===== src/rtl/fdc_pkg.sv =====
// Shared types and constants for the floppy controller register model.
// No dependencies; imported by the top level.
package fdc_pkg;

  localparam int DRIVE_COUNT_DEF = 2;

  localparam int CFG_INDEX_W = 1;
  localparam int CFG_DATA_W  = 7;
  localparam int CYL_W       = 7;

  // Operations carried by the command field.
  typedef enum logic [1:0] {
    CMD_READ      = 2'd0,
    CMD_WRITE     = 2'd1,
    CMD_HEAD_SEL  = 2'd2,
    CMD_INSERT    = 2'd3
  } cmd_t;

  // Configuration register indexes.
  localparam logic [CFG_INDEX_W-1:0] CFG_MOTOR = 1'b0;
  localparam logic [CFG_INDEX_W-1:0] CFG_CYL   = 1'b1;

  // Bit positions within the state lines.
  localparam int LN_CA2    = 2;
  localparam int LN_ENABLE = 4;
  localparam int LN_Q6     = 6;
  localparam int LN_Q7     = 7;

  // Drive control codes issued when CA2 is set.
  localparam logic [2:0] CTL_EJECT         = 3'd3;
  localparam logic [2:0] CTL_CLEAR_CHANGED = 3'd4;

  // Q7,Q6 register select codes.
  localparam logic [1:0] QSEL_DATA      = 2'b00;
  localparam logic [1:0] QSEL_STATUS    = 2'b01;
  localparam logic [1:0] QSEL_HANDSHAKE = 2'b10;
  localparam logic [1:0] QSEL_MODE      = 2'b11;

  localparam logic [7:0] HANDSHAKE_VAL = 8'h7f;
  localparam logic [7:0] MODE_MASK     = 8'h1f;
  localparam logic [7:0] ENABLE_FLAG   = 8'h20;
  localparam logic [7:0] STATUS_FLAG   = 8'h80;
  localparam logic [7:0] ALL_ONES      = 8'hff;

endpackage


===== src/rtl/floppy_controller_register_model_top.sv =====
// Floppy controller register model: state lines, mode byte, drive flags and read mux.
// Depends on fdc_pkg.

// One bus transaction is accepted per clock. Each item is decoded and applied to the state
// in the cycle it is accepted, and a read's byte appears in the result register on the next
// cycle. The input stalls only while the result register holds a byte that the receiver is
// stalling.
module floppy_controller_register_model_top #(
  parameter int DRIVE_COUNT = fdc_pkg::DRIVE_COUNT_DEF
) (
  input  logic                             clk,
  input  logic                             rst,
  input  logic                             in_valid,
  output logic                             in_stall,
  input  logic [1:0]                       command,
  input  logic [23:0]                      address,
  input  logic [7:0]                       write_data,
  input  logic                             drive_index,
  output logic                             out_valid,
  input  logic                             out_stall,
  output logic [7:0]                       read_data,
  input  logic                             cfg_valid,
  output logic                             cfg_ready,
  input  logic [fdc_pkg::CFG_INDEX_W-1:0]  cfg_index,
  input  logic [fdc_pkg::CFG_DATA_W-1:0]   cfg_data
);
  import fdc_pkg::*;

  logic                   motor_running;
  logic [CYL_W-1:0]       head_cylinder;
  logic [7:0]             control_lines;
  logic                   head_select_flag;
  logic [7:0]             mode_byte;
  logic [DRIVE_COUNT-1:0] disk_present;
  logic [DRIVE_COUNT-1:0] disk_changed;

  logic [7:0]             control_lines_next;
  logic                   head_select_flag_next;
  logic [7:0]             mode_byte_next;
  logic [DRIVE_COUNT-1:0] disk_present_next;
  logic [DRIVE_COUNT-1:0] disk_changed_next;

  cmd_t       cmd;
  logic       accept;
  logic       odd;
  logic       line_op;
  logic [2:0] line_sel;
  logic [7:0] line_mask;
  logic [7:0] lines_upd;
  logic [2:0] ctl_code;
  logic       present0_upd;
  logic       changed0_upd;
  logic [3:0] status_idx;
  logic       status_bit;
  logic [7:0] read_val;

  assign cmd       = cmd_t'(command);
  assign in_stall  = out_valid && out_stall;
  assign accept    = in_valid && !in_stall;
  assign cfg_ready = 1'b1;

  assign odd       = address[0];
  assign line_op   = odd && (cmd == CMD_READ || cmd == CMD_WRITE);
  assign line_sel  = address[12:10];
  assign line_mask = 8'(1) << line_sel;
  assign ctl_code  = {head_select_flag, lines_upd[1:0]};

  always_comb begin
    lines_upd    = control_lines;
    present0_upd = disk_present[0];
    changed0_upd = disk_changed[0];
    if (line_op) begin
      if (address[9]) begin
        lines_upd = control_lines | line_mask;
      end else begin
        lines_upd = control_lines & ~line_mask;
      end
      // Setting CA2 strobes a drive control into drive 0.
      if (address[9] && line_sel == 3'(LN_CA2)) begin
        if (ctl_code == CTL_EJECT) begin
          present0_upd = 1'b0;
          changed0_upd = 1'b1;
        end else if (ctl_code == CTL_CLEAR_CHANGED) begin
          changed0_upd = 1'b0;
        end
      end
    end
  end

  assign status_idx = {head_select_flag, lines_upd[2:0]};

  always_comb begin
    unique case (status_idx)
      4'd2:    status_bit = !motor_running;
      4'd3:    status_bit = changed0_upd;
      4'd4, 4'd5, 4'd6, 4'd7, 4'd12, 4'd14: status_bit = 1'b0;
      4'd8:    status_bit = !present0_upd;
      4'd10:   status_bit = (head_cylinder != '0);
      default: status_bit = 1'b1;
    endcase
  end

  always_comb begin
    read_val = '0;
    if (odd) begin
      unique case ({lines_upd[LN_Q7], lines_upd[LN_Q6]})
        QSEL_DATA:      read_val = lines_upd[LN_ENABLE] ? 8'h00 : ALL_ONES;
        QSEL_STATUS:    read_val = (mode_byte & MODE_MASK)
                                   | (lines_upd[LN_ENABLE] ? ENABLE_FLAG : 8'h00)
                                   | (status_bit ? STATUS_FLAG : 8'h00);
        QSEL_HANDSHAKE: read_val = HANDSHAKE_VAL | STATUS_FLAG;
        QSEL_MODE:      read_val = 8'h00;
        default:        read_val = 8'h00;
      endcase
    end
  end

  always_comb begin
    control_lines_next    = control_lines;
    head_select_flag_next = head_select_flag;
    mode_byte_next        = mode_byte;
    disk_present_next     = disk_present;
    disk_changed_next     = disk_changed;
    if (accept) begin
      unique case (cmd)
        CMD_READ, CMD_WRITE: begin
          control_lines_next   = lines_upd;
          disk_present_next[0] = present0_upd;
          disk_changed_next[0] = changed0_upd;
          if (cmd == CMD_WRITE && odd && lines_upd[LN_Q6] && lines_upd[LN_Q7]
              && !lines_upd[LN_ENABLE]) begin
            mode_byte_next = write_data;
          end
        end
        CMD_HEAD_SEL: head_select_flag_next = (write_data != 8'h00);
        CMD_INSERT: begin
          // A drive index beyond the fitted drives selects nothing.
          for (int i = 0; i < DRIVE_COUNT; i++) begin
            if (32'(drive_index) == i && !disk_present[i]) begin
              disk_present_next[i] = 1'b1;
              disk_changed_next[i] = 1'b1;
            end
          end
        end
        default: ;
      endcase
    end
  end

  always_ff @(posedge clk) begin
    if (rst) begin
      motor_running    <= 1'b0;
      head_cylinder    <= '0;
      control_lines    <= '0;
      head_select_flag <= 1'b0;
      mode_byte        <= '0;
      disk_present     <= '0;
      disk_changed     <= '0;
      out_valid        <= 1'b0;
    end else begin
      control_lines    <= control_lines_next;
      head_select_flag <= head_select_flag_next;
      mode_byte        <= mode_byte_next;
      disk_present     <= disk_present_next;
      disk_changed     <= disk_changed_next;
      if (cfg_valid && cfg_ready) begin
        unique case (cfg_index)
          CFG_MOTOR: motor_running <= cfg_data[0];
          CFG_CYL:   head_cylinder <= cfg_data[CYL_W-1:0];
          default: ;
        endcase
      end
      if (accept && cmd == CMD_READ) begin
        out_valid <= 1'b1;
      end else if (!out_stall) begin
        out_valid <= 1'b0;
      end
    end
  end

  always_ff @(posedge clk) begin
    if (accept && cmd == CMD_READ) begin
      read_data <= read_val;
    end
  end

  a_read_gives_result: assert property (@(posedge clk) disable iff (rst)
    accept && cmd == CMD_READ |=> out_valid)
    else $error("accepted read did not produce a result");

  a_no_spurious_result: assert property (@(posedge clk) disable iff (rst)
    out_valid && !out_stall && !(accept && cmd == CMD_READ) |=> !out_valid)
    else $error("result appeared without an accepted read");

  a_even_read_zero: assert property (@(posedge clk) disable iff (rst)
    accept && cmd == CMD_READ && !address[0] |=> read_data == 8'h00)
    else $error("even-address read returned non-zero data");

  a_mode_only_on_write: assert property (@(posedge clk) disable iff (rst)
    !(accept && cmd == CMD_WRITE) |=> $stable(mode_byte))
    else $error("mode byte changed without a write transaction");

endmodule


===== config.mk =====
export PLATFORM = sky130hd
export DESIGN_NAME = floppy_controller_register_model_top
export DESIGN_NICKNAME = d
export VERILOG_FILES = /design/src/rtl/fdc_pkg.sv /design/src/rtl/floppy_controller_register_model_top.sv
export SDC_FILE = /design/constraint.sdc
export NUM_CORES = 1
export LEC_CHECK = 0
export ABC_AREA = 1
export BUFFER_PORTS_ARGS = -buffer_cell sky130_fd_sc_hd__buf_2
export CORE_UTILIZATION = 48
export CTS_CLUSTER_SIZE = 16
export DETAILED_ROUTE_END_ITERATION = 7
export PLACE_DENSITY = 0.84
export SYNTH_ARGS = -nofsm -noshare
export SYNTH_HDL_FRONTEND = slang
export SYNTH_SLANG_ARGS = --single-unit
export TNS_END_PERCENT = 50

===== constraint.sdc =====
create_clock -name clk -period 2.4 [get_ports clk]
set_clock_uncertainty 0.2 [all_clocks]
set_input_delay 0.48 -clock clk [delete_from_list [all_inputs] [get_ports clk]]
set_output_delay 0.48 -clock clk [all_outputs]
set_load 0.03 [all_outputs]

==> summary.md, run 1 <==
| Metric | Value |
|---|---|
| Worst EP required | `2.29 ns` |
| Cell variety after synth | `29` |
| Worst path max stage delay | `0.22 ns` |
| Core region area | `3050 um2` |
| Compound-Gate Fraction of Synth Area | `14.7%` |
| Min-delay worst type | `primary input to register` |
| TritonCTS Buffers | `5` |
| Clock Power Share | `28.0%` |
| Synth area leader | `dfxtp_1` |
| CTS Sinks | `31` |
| Synthesized area | `1550 um2` |
| Switching share of power | `28.8%` |
| Final Routed Wirelength | `2.94 mm` |
| Area share of fa/ha/maj cells after synthesis | `0%` |
| # nets final | `303` |
| Filler cells | `307` |
| Slowest cell on crit path | `o21ai_0` |
| Mapped Cells | `211` |
| Routed vias | `1447` |
| Synth warnings | `0` |
| GRT Total Usage | `19.5%` |
| WL/cell | `9.79 um` |
| Period utilization | `80.9%` |
| Combinational share of power | `16.5%` |
| Main area contributors after synthesis | `dfxtp_1 (30%), edfxtp_1 (15%), nand2_1 (9.2%), inv_1 (7.5%), nor2_1 (7.0%)` |
| Worst-Skew Late Latency | `0.33 ns` |
| Half-perimeter wire length after placement | `2.31 mm` |
| IO Pins | `59` |
| Internal | `735 uW` |
| Register share of total power | `55.5%` |
| Worst VDD drop | `0.000415 V` |
| GRT overflow | `0` |
| Antenna Cells | `0` |
| Post-synth EDFFs | `8` |
| Largest net degree at the start of global routing | `22` |
| H-tree levels | `2` |
| Post-synth top cells | `nand2_1 (38), inv_1 (31), nor2_1 (29)` |
| Antenna Nets Post-Route | `0` |
| TritonCTS clock tree | `built` |
| Mapped Avg Cell Area | `7.36 um2` |
| Clock transition at path regs | `0.09 ns` |
| CP Launch Type | `primary input` |
| Die area | `3470 um2` |
| Fraction of layout cells with a size suffix above 1 | `23.8%` |
| Unrepaired setup endpoints after global routing | `no` |
| Largest family of logic cells by synthesized area | `simple AND/OR/NAND/NOR gates` |
| Crit path cell chain | `buf_2 > inv_1 > nand2_2 > nor2_1 > nand3_1 > inv_1 > nand2_1 > o21ai_0 > nand3_1 > nand3_1 > nand2_1` |
| Die Span Y | `58.9 um` |
| Synth Area in XOR/XNOR | `0%` |
| Ys async rst share | `0%` |
| Final Max Tran Viols | `0` |
| Final core utilization | `60.7%` |
| Hold Vio Cnt, Final | `0` |
| Global-route wire length before repair | `5.03 mm` |
| Pleak | `0.880 nW` |
| Setup slack, reg-to-reg | `0.60 ns` |
| 1st-iter DRT viols | `36` |
| Syn nets | `259` |
| Slew @ Worst Pin | `0.582 ns` |
| Power per Cell Area | `557 nW/um2` |
| Max Freq | `515 MHz` |
| Initial core utilization | `50.9%` |
| Final setup viols | `0` |
| Slew margin rel. | `61.1%` |
| Status | `finished clean` |
| Crit Path Category | `primary input to register` |
| Vias in the first global route | `1232` |
| Switching power | `298 uW` |
| Synth Register Bits | `31` |
| PostCTS Resize Cnt | `0` |
| Root Driver | `clkbuf_4` |
| Register area share after synthesis | `45.1%` |
| Synth Area in Simple Gates | `31.0%` |
| CP Max Fanout | `4` |
| Hold Buf Count CTS | `0` |
| Top-count cell post-synth | `nand2_1` |
| DRC viols | `0` |
| GP Congestion | `0.776` |
| CP most frequent cell | `nand3_1` |
| Yosys top cell area share | `29.7%` |
| Post-CTS setup repair buffer count | `0` |
| Mux cell area share after synthesis | `0%` |
| Setup TNS | `0 ns` |
| CTS Buffer Depth | `2` |
| Die X | `58.9 um` |
| # rows | `20` |
| Post-layout minimum cycle time | `1.94 ns` |
| CP Data Arrival Time | `1.83 ns` |
| Port buffer count | `38` |
| Antenna violations before repair | `0` |
| Top FF cell, synth | `dfxtp_1` |
| Crit end category | `register` |
| Max-cap violations | `0` |
| Area Overhead vs Synth | `19.4%` |
| First-pass DRT Iterations | `4` |
| DR vias/cell | `4.82` |
[flip-flops by register name, indices dropped and copies added, names as in the netlist]
register          cells
out_valid             1
disk_changed          1
head_cylinder         7
motor_running         1
disk_present          1
head_select_flag      1
read_data             8
control_lines         6
mode_byte             5
[worst paths after layout]
path / startpoint / end / depth (start not counted)
worst max-delay path: command[1] / read_data[7] / 11
worst min-delay path: rst / motor_running / 2
worst max register to register: out_valid / mode_byte[1] / 8
worst min register to register: control_lines[4] / control_lines[4] / 2
[kinds of logic after synthesis]
group                  count (synthesis)
buffers and inverters                 36
other                                  1
AO/OA/AOI/OAI                         40
flip-flops                            31
AND/OR/NAND/NOR                      103
[per-layer routing]
layer	up-vias	GRT usage (%)	part of all wire, %
li1	774	-	-
met1	635	25.0	46
met2	34	31.0	46
met3	4	5.93	6.5
met4	0	7.14	0.92
met5	-	0	0
[power by group through the flow]
| stage | clock network (mW) | logic (mW) | registers, mW |
|---|---|---|---|
| final | 0.289 | 0.171 | 0.573 |
| after CTS | 0.291 | 0.172 | 0.573 |
| after floorplan | 0 | 0.103 | 0.595 |
| after global placement | 0 | 0.166 | 0.584 |
| after global routing | 0.316 | 0.196 | 0.576 |
| after detailed placement | 0 | 0.171 | 0.585 |
[cell usage in the layout (no fill, tap or decap), drive strengths merged]
cell,n
edfxtp,8
clkbuf,5
conb,1
a31oi,1
or2,1
nand3,14
nand2,40
o211ai,2
inv,32
and2,1
dfxtp,23
clkinv,3
nor4,2
nor2,33
buf,41
o21bai,1
a21oi,12
nand4,1
o21ai,24
nor3,5
nand3b,6
[final cells by class]
cell class | count | area (um2) | share of cell area [%]
repair buffers | 41 | 213 | 11.5
clock inverters | 3 | 15.0 | 0.810
inverters | 32 | 120 | 6.48
flip-flops and latches | 31 | 701 | 37.8
clock buffers | 5 | 37.5 | 2.02
well taps | 44 | 55.1 | 2.97
multi-input cells | 144 | 713 | 38.5
[worst max-delay path, delay by kind of cell]
family | cells | cell delay, ns
buffers and inverters | 3 | 0.34
AO/OA/AOI/OAI | 1 | 0.22
AND/OR/NAND/NOR | 7 | 0.79
[through the flow]
stage | power (mW) | worst slack, ns | area [um2] | hold WS [ns] | instances
final | 1.03 | 0.459 | 1850 | 0.134 | 300
after CTS | 1.04 | 0.472 | 1850 | 0.125 | 300
after global placement | 0.751 | 0.189 | 1800 | 0.243 | 292
after detailed placement | 0.756 | 0.113 | 1800 | 0.247 | 292
after global routing | 1.09 | 0.291 | 1850 | 0.126 | 300
after floorplan | 0.698 | 0.458 | 1550 | 0.227 | 211
(Power assumes the default switching activity.)
==> run 2: changes to the inputs <==
- CORE_UTILIZATION: 48 -> 43
- PLACE_DENSITY: 0.84 -> 0.8
- clock period: 2.4 -> 1.6 ns (I/O delays scaled with it)
==> run 2 against run 1 <==
Register-to-register slack got worse by 0.51 ns. Sequential cell count unchanged. Power increased by 59%. Core utilization increased by 2.5 points. Sequential power increased by 50%. Combinational power increased by 96%. Non-clock buffer count increased by 18. Clock power increased by 53%. Worst hold slack got worse by 0.10 ns. Final area increased by 16%. Sequential share of layout area decreased by 5.0 points. Critical path type unchanged. Largest cell class unchanged. Highest routed layer unchanged.
==> summary.md, run 2 (same netlist as run 1, synthesis figures left out) <==
| Metric | Value |
|---|---|
| WL/cell | `10.7 um (+9.6%)` |
| R2R Path Start | `out_valid` |
| WHS | `0.0326 ns (-0.101 ns)` |
| Port buffer count | `38 (unchanged)` |
| Unrepaired setup endpoints after global routing | `yes` |
| Placement Cell Area | `1980 um2 (+9.9%)` |
| Crit path cell chain | `buf_2 > inv_1 > nor2_4 > nand3_4 > o21ai_4 > or2_1 > nand2_2 > nand2_4 > o21ai_1` |
| Fraction of layout cells with a size suffix above 1 | `35.3% (+11 points)` |
| Global-route wire length before repair | `5.28 mm (+4.9%)` |
| TritonCTS clock tree | `built` |
| Final Max Tran Viols | `0 (unchanged)` |
| Clock Power Share | `26.9% (-1.1 points)` |
| TritonCTS Buffers | `5 (unchanged)` |
| Top delay family on crit path | `simple AND/OR/NAND/NOR gates` |
| # nets final | `322 (+6.3%)` |
| DR vias/cell | `4.79 (-0.73%)` |
| CTS Buffer Depth | `2 (unchanged)` |
| Post-CTS setup repair buffer count | `0 (unchanged)` |
| Power Total | `1.64 mW (+59%)` |
| DRC viols | `0 (unchanged)` |
| Most flops, register | `read_data` |
| Area Overhead vs Synth | `38.0%` |
| Min-delay worst type | `primary input to register` |
| Vias in the first global route | `1235 (+0.24%)` |
| Largest registers | `read_data (8), head_cylinder (7), control_lines (6)` |
| Hold_sp | `cfg_data[6]` |
| Crit Path Category | `primary input to register` |
| Root Driver | `clkbuf_4` |
| Die area | `3860 um2 (+11%)` |
| Routed vias | `1537 (+6.2%)` |
| Post-layout minimum cycle time | `1.53 ns` |
| Worst path max stage delay | `0.23 ns (about the same)` |
| Buf/Inv on CP | `2 (-1)` |
| Period utilization | `95.9%` |
| Initial core utilization | `45.8% (-5.1 points)` |
| Hold Vio Cnt, Final | `0 (unchanged)` |
| Setup slack, reg-to-reg | `0.09 ns (-0.51 ns)` |
| Antenna Cells | `0 (unchanged)` |
| Internal | `1.15 mW (+56%)` |
| 1st-iter DRT viols | `53 (+47%)` |
| Switching power | `493 uW (+66%)` |
| Largest net degree at the start of global routing | `12 (-45%)` |
| Half-perimeter wire length after placement | `2.52 mm (+8.9%)` |
| GRT Total Usage | `19.2% (-0.34 points)` |
| Final Routed Wirelength | `3.44 mm (+17%)` |
| Power per Cell Area | `765 nW/um2 (+37%)` |
| Combinational share of power | `20.5% (+4.0 points)` |
| Hold endpoint | `head_cylinder[6]` |
| Finished Layout Cells | `321 (+7.0%)` |
| Reg-to-reg endpoint | `read_data[7]` |
| Worst-Skew Late Latency | `0.34 ns (about the same)` |
| CP Max Fanout | `8 (+4)` |
| Max Freq | `652 MHz` |
| Clock transition at path regs | `0.09 ns (about the same)` |
| First-pass DRT Iterations | `4 (unchanged)` |
| Multi-input gate area | `823 um2 (+15%)` |
| Antenna violations before repair | `0 (unchanged)` |
| Slowest cell on crit path | `o21ai_4` |
| Die X | `62.1 um (+5.5%)` |
| Register area | `703 um2 (+0.36%)` |
| R2R depth | `5 (-3)` |
| Antenna Nets Post-Route | `0 (unchanged)` |
| GRT overflow | `0 (unchanged)` |
| Status | `finished clean` |
| Worst VDD drop | `0.000544 V (+31%)` |
| Die Span Y | `62.1 um (+5.5%)` |
| CTS Sinks | `31 (unchanged)` |
| GP Congestion | `0.882 (+14%)` |
| H-tree levels | `2 (unchanged)` |
| Inst Count DP | `311 (+6.5%)` |
| Final setup viols | `0 (unchanged)` |
| Register share of total power | `52.6% (-2.9 points)` |
| Worst EP required | `1.50 ns (-0.79 ns)` |
| Max-cap violations | `0 (unchanged)` |
| Max reg flops | `8 (unchanged)` |
| Filler cells | `293 (-4.6%)` |
| # rows | `21 (+5.0%)` |
| Pleak | `0.975 nW (+11%)` |
| Design area | `2140 um2 (+16%)` |
| IO Pins | `59 (unchanged)` |
| Most frequent cells in the layout | `nand2_1 (35), buf_2 (35), inv_1 (29)` |
| Core region area | `3390 um2 (+11%)` |
| CP Launch Type | `primary input` |
| Worst Hold Path Cells | `3 (+1)` |
| CP Data Arrival Time | `1.43 ns (-0.40 ns)` |
| Switching share of power | `30.1% (+1.3 points)` |
| Crit end category | `register` |
| Stages on the worst setup path | `9 (-2)` |
==> run 2: changes by cell type in the layout (fill, tap and decap cells not counted), sizes merged <==
| cell | previous run | this run |
|---|---|---|
| inv | 32 | 31 |
| dlygate4sd3 | 0 | 1 |
| clkbuf | 5 | 7 |
| nor2 | 33 | 34 |
| buf | 41 | 56 |
| clkinvlp | 0 | 2 |
| clkinv | 3 | 2 |
==> run 2: worst max path at each step <==
stage / from / endpoint / slack (ns)
after floorplan: command[1] / read_data[0] / -0.05
after global placement: command[1] / read_data[2] / -0.32
after detailed placement: command[1] / read_data[2] / -0.37
after CTS: command[1] / read_data[2] / 0.01
after global routing: out_valid / read_data[5] / -0.02
final: address[12] / read_data[2] / 0.07
==> run 2: per-layer routing <==
metal / global-route usage [%] / share of wire (%) / vias to the layer above / wire length [um]
met3: 5.59 / 6.4 / 6 / 221
met2: 29.8 / 49 / 42 / 1700
met5: 0 / 0 / - / 0
met4: 7.62 / 1.6 / 0 / 55
li1: - / - / 812 / -
met1: 25.0 / 42 / 677 / 1460
==> run 2: stage by stage <==
stage | util (%) | setup WS (ns) | TNS (ns)
global placement | 58.4 | -0.321 | -5.34
floorplan | - | -0.0479 | -0.334
CTS | 60.2 | 0.0137 | 0
finish | 63.2 | 0.0651 | 0
global route | 63.2 | -0.0162 | -0.112
detailed placement | 58.4 | -0.369 | -5.56
==> run 2: power groups by stage <==
| stage | Combinational [mW] | Sequential [mW] | Clock [mW] |
|---|---|---|---|
| final | 0.335 | 0.862 | 0.441 |
| after global routing | 0.376 | 0.867 | 0.485 |
| after CTS | 0.306 | 0.860 | 0.444 |
| after detailed placement | 0.303 | 0.877 | 0 |
| after global placement | 0.298 | 0.877 | 0 |
| after floorplan | 0.167 | 0.892 | 0 |
==> run 2: cell type report <==
type,instances,share of cell area (%)
tap,46,2.69
multi-input combinational,145,38.4
clock buffer,5,1.75
sequential,31,32.8
timing repair buffer,59,17.1
clock inverter,3,0.701
inverter,32,6.54
==> run 2: what timing repair did <==
action | CTS | global route
endpoints found under the setup margin | 6 | 30
hold buffers | 1 | 0
endpoints found under the hold margin | 2 | 0
gates cloned | 0 | 1
gates resized for setup | 0 | 28
pin swaps | 1 | 9
==> run 2: worst min-delay path: cells and delay by family <==
kind | cells | cell delay, ns
buffers and inverters | 1 | 0.07
and+or+nand+nor | 1 | 0.08
AOI/OAI and AO/OA | 1 | 0.07
